--- config.mk ---
export PLATFORM = sky130hd
export DESIGN_NAME = tty_line_discipline_top
export DESIGN_NICKNAME = d
export VERILOG_FILES = /design/src/sv/tld_pkg.sv /design/src/sv/tty_line_discipline_top.sv /design/src/sv/tld_ram.sv /design/src/sv/tld_ctrl.sv /design/src/sv/tld_dp.sv
export SDC_FILE = /design/constraint.sdc
export NUM_CORES = 1
export LEC_CHECK = 0
export BUFFER_PORTS_ARGS = -buffer_cell sky130_fd_sc_hd__buf_4
export CAP_MARGIN = 0
export CORE_MARGIN = 2
export CORE_UTILIZATION = 45
export DETAILED_ROUTE_END_ITERATION = 8
export PLACE_DENSITY = 0.59
export SYNTH_ARGS = -nofsm -noshare
export SYNTH_HDL_FRONTEND = slang
export SYNTH_HIERARCHICAL = 1
export SYNTH_SLANG_ARGS = --single-unit
--- constraint.sdc ---
create_clock -name aclk -period 6.9 [get_ports aclk]
set_input_delay 0 -clock aclk [delete_from_list [all_inputs] [get_ports aclk]]
set_output_delay 0 -clock aclk [all_outputs]
set_load 0.05 [all_outputs]
--- src/sv/tld_pkg.sv ---
package tld_pkg;

    localparam int QUEUE_DEPTH = 128;
    localparam int IDX_W       = $clog2(QUEUE_DEPTH);
    localparam int FILL_W      = $clog2(QUEUE_DEPTH + 1);
    localparam int SUM_W       = IDX_W + 1;

    localparam logic [1:0] ACT_RECEIVE  = 2'd0;
    localparam logic [1:0] ACT_TRANSMIT = 2'd1;
    localparam logic [1:0] ACT_READ     = 2'd2;

    localparam logic [2:0] STS_OK    = 3'd0;
    localparam logic [2:0] STS_HELD  = 3'd1;
    localparam logic [2:0] STS_DROP  = 3'd2;
    localparam logic [2:0] STS_FULL  = 3'd3;
    localparam logic [2:0] STS_EMPTY = 3'd4;

    localparam logic [6:0] CH_INTR   = 7'h03;
    localparam logic [6:0] CH_EOF    = 7'h04;
    localparam logic [6:0] CH_BEL    = 7'h07;
    localparam logic [6:0] CH_BS     = 7'h08;
    localparam logic [6:0] CH_LF     = 7'h0a;
    localparam logic [6:0] CH_CR     = 7'h0d;
    localparam logic [6:0] CH_FLUSH  = 7'h0f;
    localparam logic [6:0] CH_RESUME = 7'h11;
    localparam logic [6:0] CH_STOP   = 7'h13;
    localparam logic [6:0] CH_SPACE  = 7'h20;

    typedef struct packed {
        logic       capture;
        logic       exec;
        logic       load_out;
        logic [1:0] sel;
    } tld_cmd_t;

    typedef struct packed {
        logic       out_free;
        logic [1:0] last_sel;
    } tld_sts_t;

endpackage

--- src/sv/tty_line_discipline_top.sv ---
// terminal line discipline with canonical input editing
// input channel s_*: one word per action (receive, transmit, read), with the
// byte and the final-byte mark of a transmit request
// result channel m_*: one to three words per action, each with at most one
// character for the line; m_last marks the final word of an action
// the input word and the queue ram read are registered on accept, the
// execute step registers the results, and the first result word is then
// loaded into the output register
// an action with n result words runs as an accept step that issues the
// queue ram read, an execute step on the registered read data, and one
// output register load per result word
// a stalled receiver holds the output register and the sequencer waits;
// the next input word is taken as soon as the last result word is loaded
// reset clears stop and flush flags, queue head and fill count; the queue
// ram itself is not cleared
module tty_line_discipline_top import tld_pkg::*; (
    input  logic       aclk,
    input  logic       aresetn,
    input  logic       s_valid,
    output logic       s_ready,
    input  logic [1:0] s_action,
    input  logic [7:0] s_data_byte,
    input  logic       s_final_byte,
    output logic       m_valid,
    input  logic       m_ready,
    output logic       m_out_valid,
    output logic [7:0] m_out_char,
    output logic       m_last,
    output logic       m_interrupt_request,
    output logic       m_line_ready,
    output logic       m_stopped,
    output logic       m_flushing,
    output logic [2:0] m_status,
    output logic [6:0] m_read_char,
    output logic       m_write_done,
    output logic [7:0] m_queue_count
);

    tld_cmd_t cmd;
    tld_sts_t sts;

    tld_ctrl u_ctrl (
        .aclk    (aclk),
        .aresetn (aresetn),
        .s_valid (s_valid),
        .s_ready (s_ready),
        .sts     (sts),
        .cmd     (cmd)
    );

    tld_dp u_dp (
        .aclk                (aclk),
        .aresetn             (aresetn),
        .cmd                 (cmd),
        .sts                 (sts),
        .s_action            (s_action),
        .s_data_byte         (s_data_byte),
        .s_final_byte        (s_final_byte),
        .m_valid             (m_valid),
        .m_ready             (m_ready),
        .m_out_valid         (m_out_valid),
        .m_out_char          (m_out_char),
        .m_last              (m_last),
        .m_interrupt_request (m_interrupt_request),
        .m_line_ready        (m_line_ready),
        .m_stopped           (m_stopped),
        .m_flushing          (m_flushing),
        .m_status            (m_status),
        .m_read_char         (m_read_char),
        .m_write_done        (m_write_done),
        .m_queue_count       (m_queue_count)
    );

endmodule

--- src/sv/tld_ram.sv ---
module tld_ram #(
    parameter int WIDTH = 8,
    parameter int DEPTH = 16
) (
    input  logic                     aclk,
    input  logic                     we,
    input  logic [$clog2(DEPTH)-1:0] waddr,
    input  logic [WIDTH-1:0]         wdata,
    input  logic                     re,
    input  logic [$clog2(DEPTH)-1:0] raddr,
    output logic [WIDTH-1:0]         rdata
);

    logic [WIDTH-1:0] mem_reg [DEPTH];
    logic [WIDTH-1:0] rdata_reg;

    always_ff @(posedge aclk) begin
        if (we) begin
            mem_reg[waddr] <= wdata;
        end
        if (re) begin
            rdata_reg <= mem_reg[raddr];
        end
    end

    assign rdata = rdata_reg;

endmodule

--- src/sv/tld_ctrl.sv ---
module tld_ctrl import tld_pkg::*; (
    input  logic     aclk,
    input  logic     aresetn,
    input  logic     s_valid,
    output logic     s_ready,
    input  tld_sts_t sts,
    output tld_cmd_t cmd
);

    localparam logic [1:0] ST_IDLE = 2'd0;
    localparam logic [1:0] ST_EXEC = 2'd1;
    localparam logic [1:0] ST_SEND = 2'd2;

    logic [1:0] state_reg, state_next;
    logic [1:0] k_reg, k_next;

    always_comb begin
        state_next   = state_reg;
        k_next       = k_reg;
        s_ready      = 1'b0;
        cmd.capture  = 1'b0;
        cmd.exec     = 1'b0;
        cmd.load_out = 1'b0;
        cmd.sel      = k_reg;
        unique case (state_reg)
            ST_IDLE: begin
                s_ready = 1'b1;
                if (s_valid) begin
                    cmd.capture = 1'b1;
                    state_next  = ST_EXEC;
                end
            end
            ST_EXEC: begin
                cmd.exec   = 1'b1;
                k_next     = 2'd0;
                state_next = ST_SEND;
            end
            ST_SEND: begin
                if (sts.out_free) begin
                    cmd.load_out = 1'b1;
                    if (k_reg == sts.last_sel) begin
                        state_next = ST_IDLE;
                    end else begin
                        k_next = k_reg + 2'd1;
                    end
                end
            end
            default: begin
                state_next = ST_IDLE;
            end
        endcase
    end

    always_ff @(posedge aclk) begin
        if (!aresetn) begin
            state_reg <= ST_IDLE;
            k_reg     <= 2'd0;
        end else begin
            state_reg <= state_next;
            k_reg     <= k_next;
        end
    end

endmodule

--- src/sv/tld_dp.sv ---
module tld_dp import tld_pkg::*; (
    input  logic       aclk,
    input  logic       aresetn,
    input  tld_cmd_t   cmd,
    output tld_sts_t   sts,
    input  logic [1:0] s_action,
    input  logic [7:0] s_data_byte,
    input  logic       s_final_byte,
    output logic       m_valid,
    input  logic       m_ready,
    output logic       m_out_valid,
    output logic [7:0] m_out_char,
    output logic       m_last,
    output logic       m_interrupt_request,
    output logic       m_line_ready,
    output logic       m_stopped,
    output logic       m_flushing,
    output logic [2:0] m_status,
    output logic [6:0] m_read_char,
    output logic       m_write_done,
    output logic [7:0] m_queue_count
);

    localparam logic [SUM_W-1:0] DEPTH_S = SUM_W'(QUEUE_DEPTH);

    // control state
    logic              stop_reg, stop_next;
    logic              flush_reg, flush_next;
    logic [IDX_W-1:0]  head_reg, head_next;
    logic [FILL_W-1:0] fill_reg, fill_next;
    logic              m_valid_reg;

    // captured word and per-item results
    logic [1:0]        act_reg;
    logic [7:0]        byte_reg;
    logic              fin_reg;
    logic [7:0]        e_reg [3];
    logic [7:0]        e_next [3];
    logic [1:0]        ecnt_reg, ecnt_next;
    logic              irq_reg, irq_next;
    logic              rdy_reg, rdy_next;
    logic [2:0]        sts_reg, sts_next;
    logic [6:0]        rchar_reg, rchar_next;
    logic              done_reg, done_next;

    // output register
    logic              o_valid_reg;
    logic [7:0]        o_char_reg;
    logic              o_last_reg;
    logic              o_irq_reg;
    logic              o_rdy_reg;
    logic              o_stop_reg;
    logic              o_flush_reg;
    logic [2:0]        o_sts_reg;
    logic [6:0]        o_rchar_reg;
    logic              o_done_reg;
    logic [7:0]        o_count_reg;

    // queue addressing
    logic [SUM_W-1:0]  push_sum, tail_sum, head_sum;
    logic [IDX_W-1:0]  push_idx, tail_idx, head_inc, raddr;
    logic              we;
    logic [6:0]        rdata;
    logic [6:0]        c, cq;
    logic              is_nl, full;

    always_comb begin
        push_sum = SUM_W'(head_reg) + SUM_W'(fill_reg);
        tail_sum = push_sum - SUM_W'(1);
        head_sum = SUM_W'(head_reg) + SUM_W'(1);
        push_idx = IDX_W'((push_sum >= DEPTH_S) ? push_sum - DEPTH_S : push_sum);
        tail_idx = IDX_W'((tail_sum >= DEPTH_S) ? tail_sum - DEPTH_S : tail_sum);
        head_inc = IDX_W'((head_sum >= DEPTH_S) ? head_sum - DEPTH_S : head_sum);
        raddr    = (s_action == ACT_RECEIVE) ? tail_idx : head_reg;
    end

    tld_ram #(
        .WIDTH (7),
        .DEPTH (QUEUE_DEPTH)
    ) u_queue (
        .aclk  (aclk),
        .we    (we),
        .waddr (push_idx),
        .wdata (cq),
        .re    (cmd.capture),
        .raddr (raddr),
        .rdata (rdata)
    );

    always_comb begin
        c          = byte_reg[6:0];
        is_nl      = (c == CH_CR) || (c == CH_LF);
        cq         = is_nl ? CH_LF : c;
        full       = (fill_reg == FILL_W'(QUEUE_DEPTH));
        stop_next  = stop_reg;
        flush_next = flush_reg;
        head_next  = head_reg;
        fill_next  = fill_reg;
        we         = 1'b0;
        e_next[0]  = 8'd0;
        e_next[1]  = 8'd0;
        e_next[2]  = 8'd0;
        ecnt_next  = 2'd0;
        irq_next   = 1'b0;
        rdy_next   = 1'b0;
        sts_next   = STS_OK;
        rchar_next = 7'd0;
        done_next  = 1'b0;
        unique case (act_reg)
            ACT_RECEIVE: begin
                priority if (c == CH_INTR) begin
                    irq_next = 1'b1;
                end else if (c == CH_FLUSH) begin
                    flush_next = ~flush_reg;
                end else if (c == CH_STOP) begin
                    stop_next = 1'b1;
                end else if (c == CH_RESUME) begin
                    stop_next = 1'b0;
                end else if (c == CH_BS) begin
                    if (fill_reg == '0) begin
                        sts_next = STS_EMPTY;
                    end else if (rdata != CH_LF) begin
                        fill_next = fill_reg - FILL_W'(1);
                        e_next[0] = {1'b0, CH_BS};
                        e_next[1] = {1'b0, CH_SPACE};
                        e_next[2] = {1'b0, CH_BS};
                        ecnt_next = 2'd3;
                    end
                end else begin
                    if (is_nl) begin
                        e_next[0] = {1'b0, CH_CR};
                        ecnt_next = 2'd2;
                    end else begin
                        ecnt_next = 2'd1;
                    end
                    if (!full) begin
                        we        = cmd.exec;
                        fill_next = fill_reg + FILL_W'(1);
                        if (is_nl) begin
                            e_next[1] = {1'b0, cq};
                        end else begin
                            e_next[0] = {1'b0, cq};
                        end
                    end else begin
                        sts_next = STS_FULL;
                        if (is_nl) begin
                            e_next[1] = {1'b0, CH_BEL};
                        end else begin
                            e_next[0] = {1'b0, CH_BEL};
                        end
                    end
                    rdy_next = (cq == CH_LF) || (cq == CH_EOF);
                end
            end
            ACT_TRANSMIT: begin
                if (stop_reg) begin
                    sts_next = STS_HELD;
                end else begin
                    done_next = fin_reg;
                    if (flush_reg) begin
                        sts_next = STS_DROP;
                    end else if (byte_reg == {1'b0, CH_LF}) begin
                        e_next[0] = {1'b0, CH_CR};
                        e_next[1] = byte_reg;
                        ecnt_next = 2'd2;
                    end else begin
                        e_next[0] = byte_reg;
                        ecnt_next = 2'd1;
                    end
                end
            end
            ACT_READ: begin
                if (fill_reg == '0) begin
                    sts_next = STS_EMPTY;
                end else begin
                    rchar_next = rdata;
                    head_next  = head_inc;
                    fill_next  = fill_reg - FILL_W'(1);
                end
            end
            default: begin
            end
        endcase
    end

    always_ff @(posedge aclk) begin
        if (!aresetn) begin
            stop_reg    <= 1'b0;
            flush_reg   <= 1'b0;
            head_reg    <= '0;
            fill_reg    <= '0;
            m_valid_reg <= 1'b0;
        end else begin
            if (cmd.exec) begin
                stop_reg  <= stop_next;
                flush_reg <= flush_next;
                head_reg  <= head_next;
                fill_reg  <= fill_next;
            end
            if (cmd.load_out) begin
                m_valid_reg <= 1'b1;
            end else if (m_ready) begin
                m_valid_reg <= 1'b0;
            end
        end
    end

    always_ff @(posedge aclk) begin
        if (cmd.capture) begin
            act_reg  <= s_action;
            byte_reg <= s_data_byte;
            fin_reg  <= s_final_byte;
        end
        if (cmd.exec) begin
            e_reg[0]  <= e_next[0];
            e_reg[1]  <= e_next[1];
            e_reg[2]  <= e_next[2];
            ecnt_reg  <= ecnt_next;
            irq_reg   <= irq_next;
            rdy_reg   <= rdy_next;
            sts_reg   <= sts_next;
            rchar_reg <= rchar_next;
            done_reg  <= done_next;
        end
        if (cmd.load_out) begin
            o_valid_reg <= (cmd.sel < ecnt_reg);
            o_char_reg  <= (cmd.sel < ecnt_reg) ? e_reg[cmd.sel] : 8'd0;
            o_last_reg  <= (cmd.sel == sts.last_sel);
            o_irq_reg   <= irq_reg;
            o_rdy_reg   <= rdy_reg;
            o_stop_reg  <= stop_reg;
            o_flush_reg <= flush_reg;
            o_sts_reg   <= sts_reg;
            o_rchar_reg <= rchar_reg;
            o_done_reg  <= done_reg;
            o_count_reg <= 8'(fill_reg);
        end
    end

    assign sts.out_free = !m_valid_reg || m_ready;
    assign sts.last_sel = (ecnt_reg == 2'd0) ? 2'd0 : ecnt_reg - 2'd1;

    assign m_valid             = m_valid_reg;
    assign m_out_valid         = o_valid_reg;
    assign m_out_char          = o_char_reg;
    assign m_last              = o_last_reg;
    assign m_interrupt_request = o_irq_reg;
    assign m_line_ready        = o_rdy_reg;
    assign m_stopped           = o_stop_reg;
    assign m_flushing          = o_flush_reg;
    assign m_status            = o_sts_reg;
    assign m_read_char         = o_rchar_reg;
    assign m_write_done        = o_done_reg;
    assign m_queue_count       = o_count_reg;

endmodule
==> flow_summary.yaml <==
outcome:
  status: "finished, final reports clean"
critical_path:
  critPathMaxFanout: 140
  timing.reg2reg.worst_path_depth: 10
  crit_required_ps: 7330
  critical_path.reg2reg.endpoint: "u_dp/u_queue/rdata[6]"
  reg2reg_from: "u_dp/fill_reg[0]"
  cp-start-kind: "flop"
  worst_ep_arrival_time_ps: 5930
  setup.worst_path.end_class: "flop"
  reg2reg_setup_slack_ps: 1390
  crit_type: "flop to flop"
job:
  cap_viol_max_count: 0
global_route:
  antenna_found_initial: 4
  grt_remaining_overflow: 0
  global_route.usage.total_pct: 20.1
  first_global_vias: 19300
  maximum_number_of_pins_on_one_net_before_global_route_repair: 141
  wire_length_of_the_first_global_routing_pass_mm: 132
timing:
  slew_at_the_pin_closest_to_its_max_slew_limit_ps: 1280
  finalWorstSetupSlack_ps: 1390
  finalWorstPathRequiredPeriod_ps: 5510
  fmax_mhz: 182
  maxSlewHeadroom_pct: 14.7
  clock_skew_ps: 23.3
  finalMaxSlewViolations: 0
  setup_tns_ps: 0
  finalSetupViolCount: 0
  post-route-period-util_pct: 79.8
  hold-worst-slack_ps: 44.3
  hold_violation_count_in_the_final_report: 0
  rsz0062_at_grt: "false"
place:
  port_buffer_count: 49
  area_after_detailed_placement_sq_um: 41300
  place_hpwl_mm: 54.3
  pre_cts_ws_ps: 1580
  gp_congestion: 0.815
cts:
  postCtsSetupRepairBufs: 0
  postCtsHoldBufs: 16
  inserted_clock_buffers: 101
  clkSinkCount: 1001
  root_buffer: "sky130_fd_sc_hd__clkbuf_16"
  cts_max_level: 3
  cts.reportedPaths.clkPinSlew_ps: 60
  clk-insertion-delay-late_ps: 680
  cts-root-to-sink-buffers: 3
  postCtsResizedCells: 0
  tritoncts: "built"
drt:
  iter_0_drt_violations: 1849
  drt.antenna.violating_nets: 0
  via_per_inst: 5.87
  vias: 18800
  detailedRoute.firstPassIterationCount: 5
  post-route-drc-count: 0
  post_drt_wl_per_cell_microns: 27.7
  wirelength_mm: 88.7
yosys:
  yosysSeqAreaShare_pct: 75.5
  netlist-cell-type-count: 59
  synth_top_cells_by_area: "sky130_fd_sc_hd__edfxtp_1, sky130_fd_sc_hd__mux4_2, sky130_fd_sc_hd__nor2_1, sky130_fd_sc_hd__dfxtp_1, sky130_fd_sc_hd__clkbuf_1"
  synth_area_leader_cell: "sky130_fd_sc_hd__edfxtp_1"
  synth_area_sq_um: 39500
  yosysWarnings: 6
  ys_ff_latch: 1001
  yosysMostFrequentCell: "sky130_fd_sc_hd__edfxtp_1"
  synth.top_cells.by_count: "sky130_fd_sc_hd__edfxtp_1, sky130_fd_sc_hd__mux4_2, sky130_fd_sc_hd__nor2_1, sky130_fd_sc_hd__clkbuf_1, sky130_fd_sc_hd__nand2_1"
  async_flop_share_pct: 0
  synthCells: 1860
  post_synth.cell_area_avg_sq_um: 21.2
  synthDominantCellAreaShare_pct: 74.4
  synth_ff_type: "sky130_fd_sc_hd__edfxtp_1"
  synth_enable_flop_cells: 979
floorplan:
  std_cell_rows: 108
  fp.dieH_microns: 300
  die_width_microns: 300
  start_util_pct: 45.5
  dieArea_sq_um: 90200
  core_area_sq_um: 86900
  ios: 50
final_layout:
  proportion_of_layout_cells_with_a_drive_suffix_above_1_pct: 26.9
  design_area_sq_um: 44800
  post-route-util_pct: 51.5
  largest_register_ffs: 896
  layout-area-overhead-vs-synth_pct: 13.4
  num-nets-final: 1993
pwr:
  p_comb_share_pct: 6.0
  power.share.sequential_pct: 52.2
  netSwitchingFraction_pct: 21.4
  p_leak_nw: 13.7
  clockPowerShare_pct: 41.8
  vdd_drop_max_mv: 0.171
  p_int_w: 0.0102
  power.net_switching_w: 0.00277
  power_density_nw_per_um2: 289
hold_path:
  whs_endpoint: "u_dp/byte_reg[7]"
  min-delay-start: "s_data_byte[7]"
  worstHoldPathCells: 2
  holdCritPathClass: "input pin to flop"
## placed cells by master (no fill, tap or decap), types with 7 or more instances in the layout
| master | n |
|---|---|
| sky130_fd_sc_hd__bufinv_16 | 11 |
| sky130_fd_sc_hd__o21ai_0 | 12 |
| sky130_fd_sc_hd__nor3_1 | 10 |
| sky130_fd_sc_hd__nor2_1 | 160 |
| sky130_fd_sc_hd__and2_1 | 16 |
| sky130_fd_sc_hd__clkinv_1 | 28 |
| sky130_fd_sc_hd__nand2_1 | 47 |
| sky130_fd_sc_hd__mux2_2 | 7 |
| sky130_fd_sc_hd__nand4_1 | 9 |
| sky130_fd_sc_hd__edfxtp_1 | 979 |
| sky130_fd_sc_hd__nand3_1 | 21 |
| sky130_fd_sc_hd__dlygate4sd3_1 | 16 |
| sky130_fd_sc_hd__mux2i_1 | 17 |
| sky130_fd_sc_hd__a21oi_1 | 16 |
| sky130_fd_sc_hd__xor2_1 | 11 |
| sky130_fd_sc_hd__dfxtp_1 | 22 |
| sky130_fd_sc_hd__buf_4 | 76 |
| sky130_fd_sc_hd__mux4_2 | 294 |
| sky130_fd_sc_hd__or3_1 | 7 |
| sky130_fd_sc_hd__ha_1 | 11 |
| sky130_fd_sc_hd__clkbuf_1 | 13 |
| sky130_fd_sc_hd__inv_1 | 14 |
| sky130_fd_sc_hd__nand2b_1 | 16 |
| sky130_fd_sc_hd__clkinv_2 | 20 |
| sky130_fd_sc_hd__nor2b_1 | 10 |
| sky130_fd_sc_hd__xnor2_1 | 12 |
| sky130_fd_sc_hd__clkbuf_16 | 102 |
## how the worst max path moves through the flow
stage | from | to | slack, ps
4_1_cts | u_dp/fill_reg[0] | u_dp/u_queue/rdata[6] | 1570
2_1_floorplan | u_dp/byte_reg[2] | u_dp/u_queue/mem_reg[0][0] | 1970
5_1_grt | u_dp/fill_reg[0] | u_dp/u_queue/rdata[6] | 1300
3_5_place_dp | u_dp/fill_reg[0] | u_dp/u_queue/rdata[6] | 1580
3_3_place_gp | u_dp/fill_reg[0] | u_dp/u_queue/rdata[6] | 1680
6_report | u_dp/fill_reg[0] | u_dp/u_queue/rdata[6] | 1390
## through the flow
| step | power [W] | instances |
|---|---|---|
| 5_1_grt | 0.0133 | 3206 |
| 2_1_floorplan | 0.00740 | 1862 |
| 4_1_cts | 0.0131 | 3206 |
| 3_3_place_gp | 0.00766 | 3002 |
| 6_report | 0.0130 | 3207 |
| 3_5_place_dp | 0.00767 | 3002 |
## critical path: stages, from the launching register on
cell and delay, ps:
sky130_fd_sc_hd__dfxtp_1 380, sky130_fd_sc_hd__ha_1 230, sky130_fd_sc_hd__fa_1 410, sky130_fd_sc_hd__xor2_1 970, sky130_fd_sc_hd__xnor2_1 230, sky130_fd_sc_hd__o21ai_4 250
sky130_fd_sc_hd__buf_12 610, sky130_fd_sc_hd__mux4_2 470, sky130_fd_sc_hd__mux4_2 600, sky130_fd_sc_hd__mux4_2 560, sky130_fd_sc_hd__mux2_2 290
## layout make-up
cell class	count	area [sq um]
flip-flops and latches	1001	29800
clock buffers	115	2600
well taps	1155	1450
multi-input cells	751	9300
clock inverters	73	702
inverters	14	52.6
fillers	6719	42100
repair buffers	97	831
diodes	1	2.50
## layer usage
metal  vias up  global-route usage, %  part of all wire (%)
li1       7921                      -                     -
met1     10200                   29.0                    44
met2       614                   31.8                    48
met3       108                   3.40                   6.2
met4         0                   5.63                   2.1
met5         -                      0                     0
## power by group through the flow
stage / Combinational, W / Sequential, W / Clock (W)
finish: 0.000783 / 0.00676 / 0.00541
global route: 0.000833 / 0.00676 / 0.00575
CTS: 0.000795 / 0.00676 / 0.00552
detailed placement: 0.000786 / 0.00689 / 0
global placement: 0.000774 / 0.00688 / 0
floorplan: 0.000499 / 0.00690 / 0
## kinds of logic after synthesis
group / Yosys count / synth area share [%]
other: 1 / 0.00949
xor gates and xnor gates: 23 / 0.510
AOI/OAI and AO/OA: 59 / 0.912
and+or+nand+nor: 336 / 4.04
buffers and inverters: 110 / 1.19
adders and majority gates: 12 / 0.399
muxes: 318 / 17.4
DFF: 1001 / 75.5
Note: power is estimated with default switching activity, not from simulation.
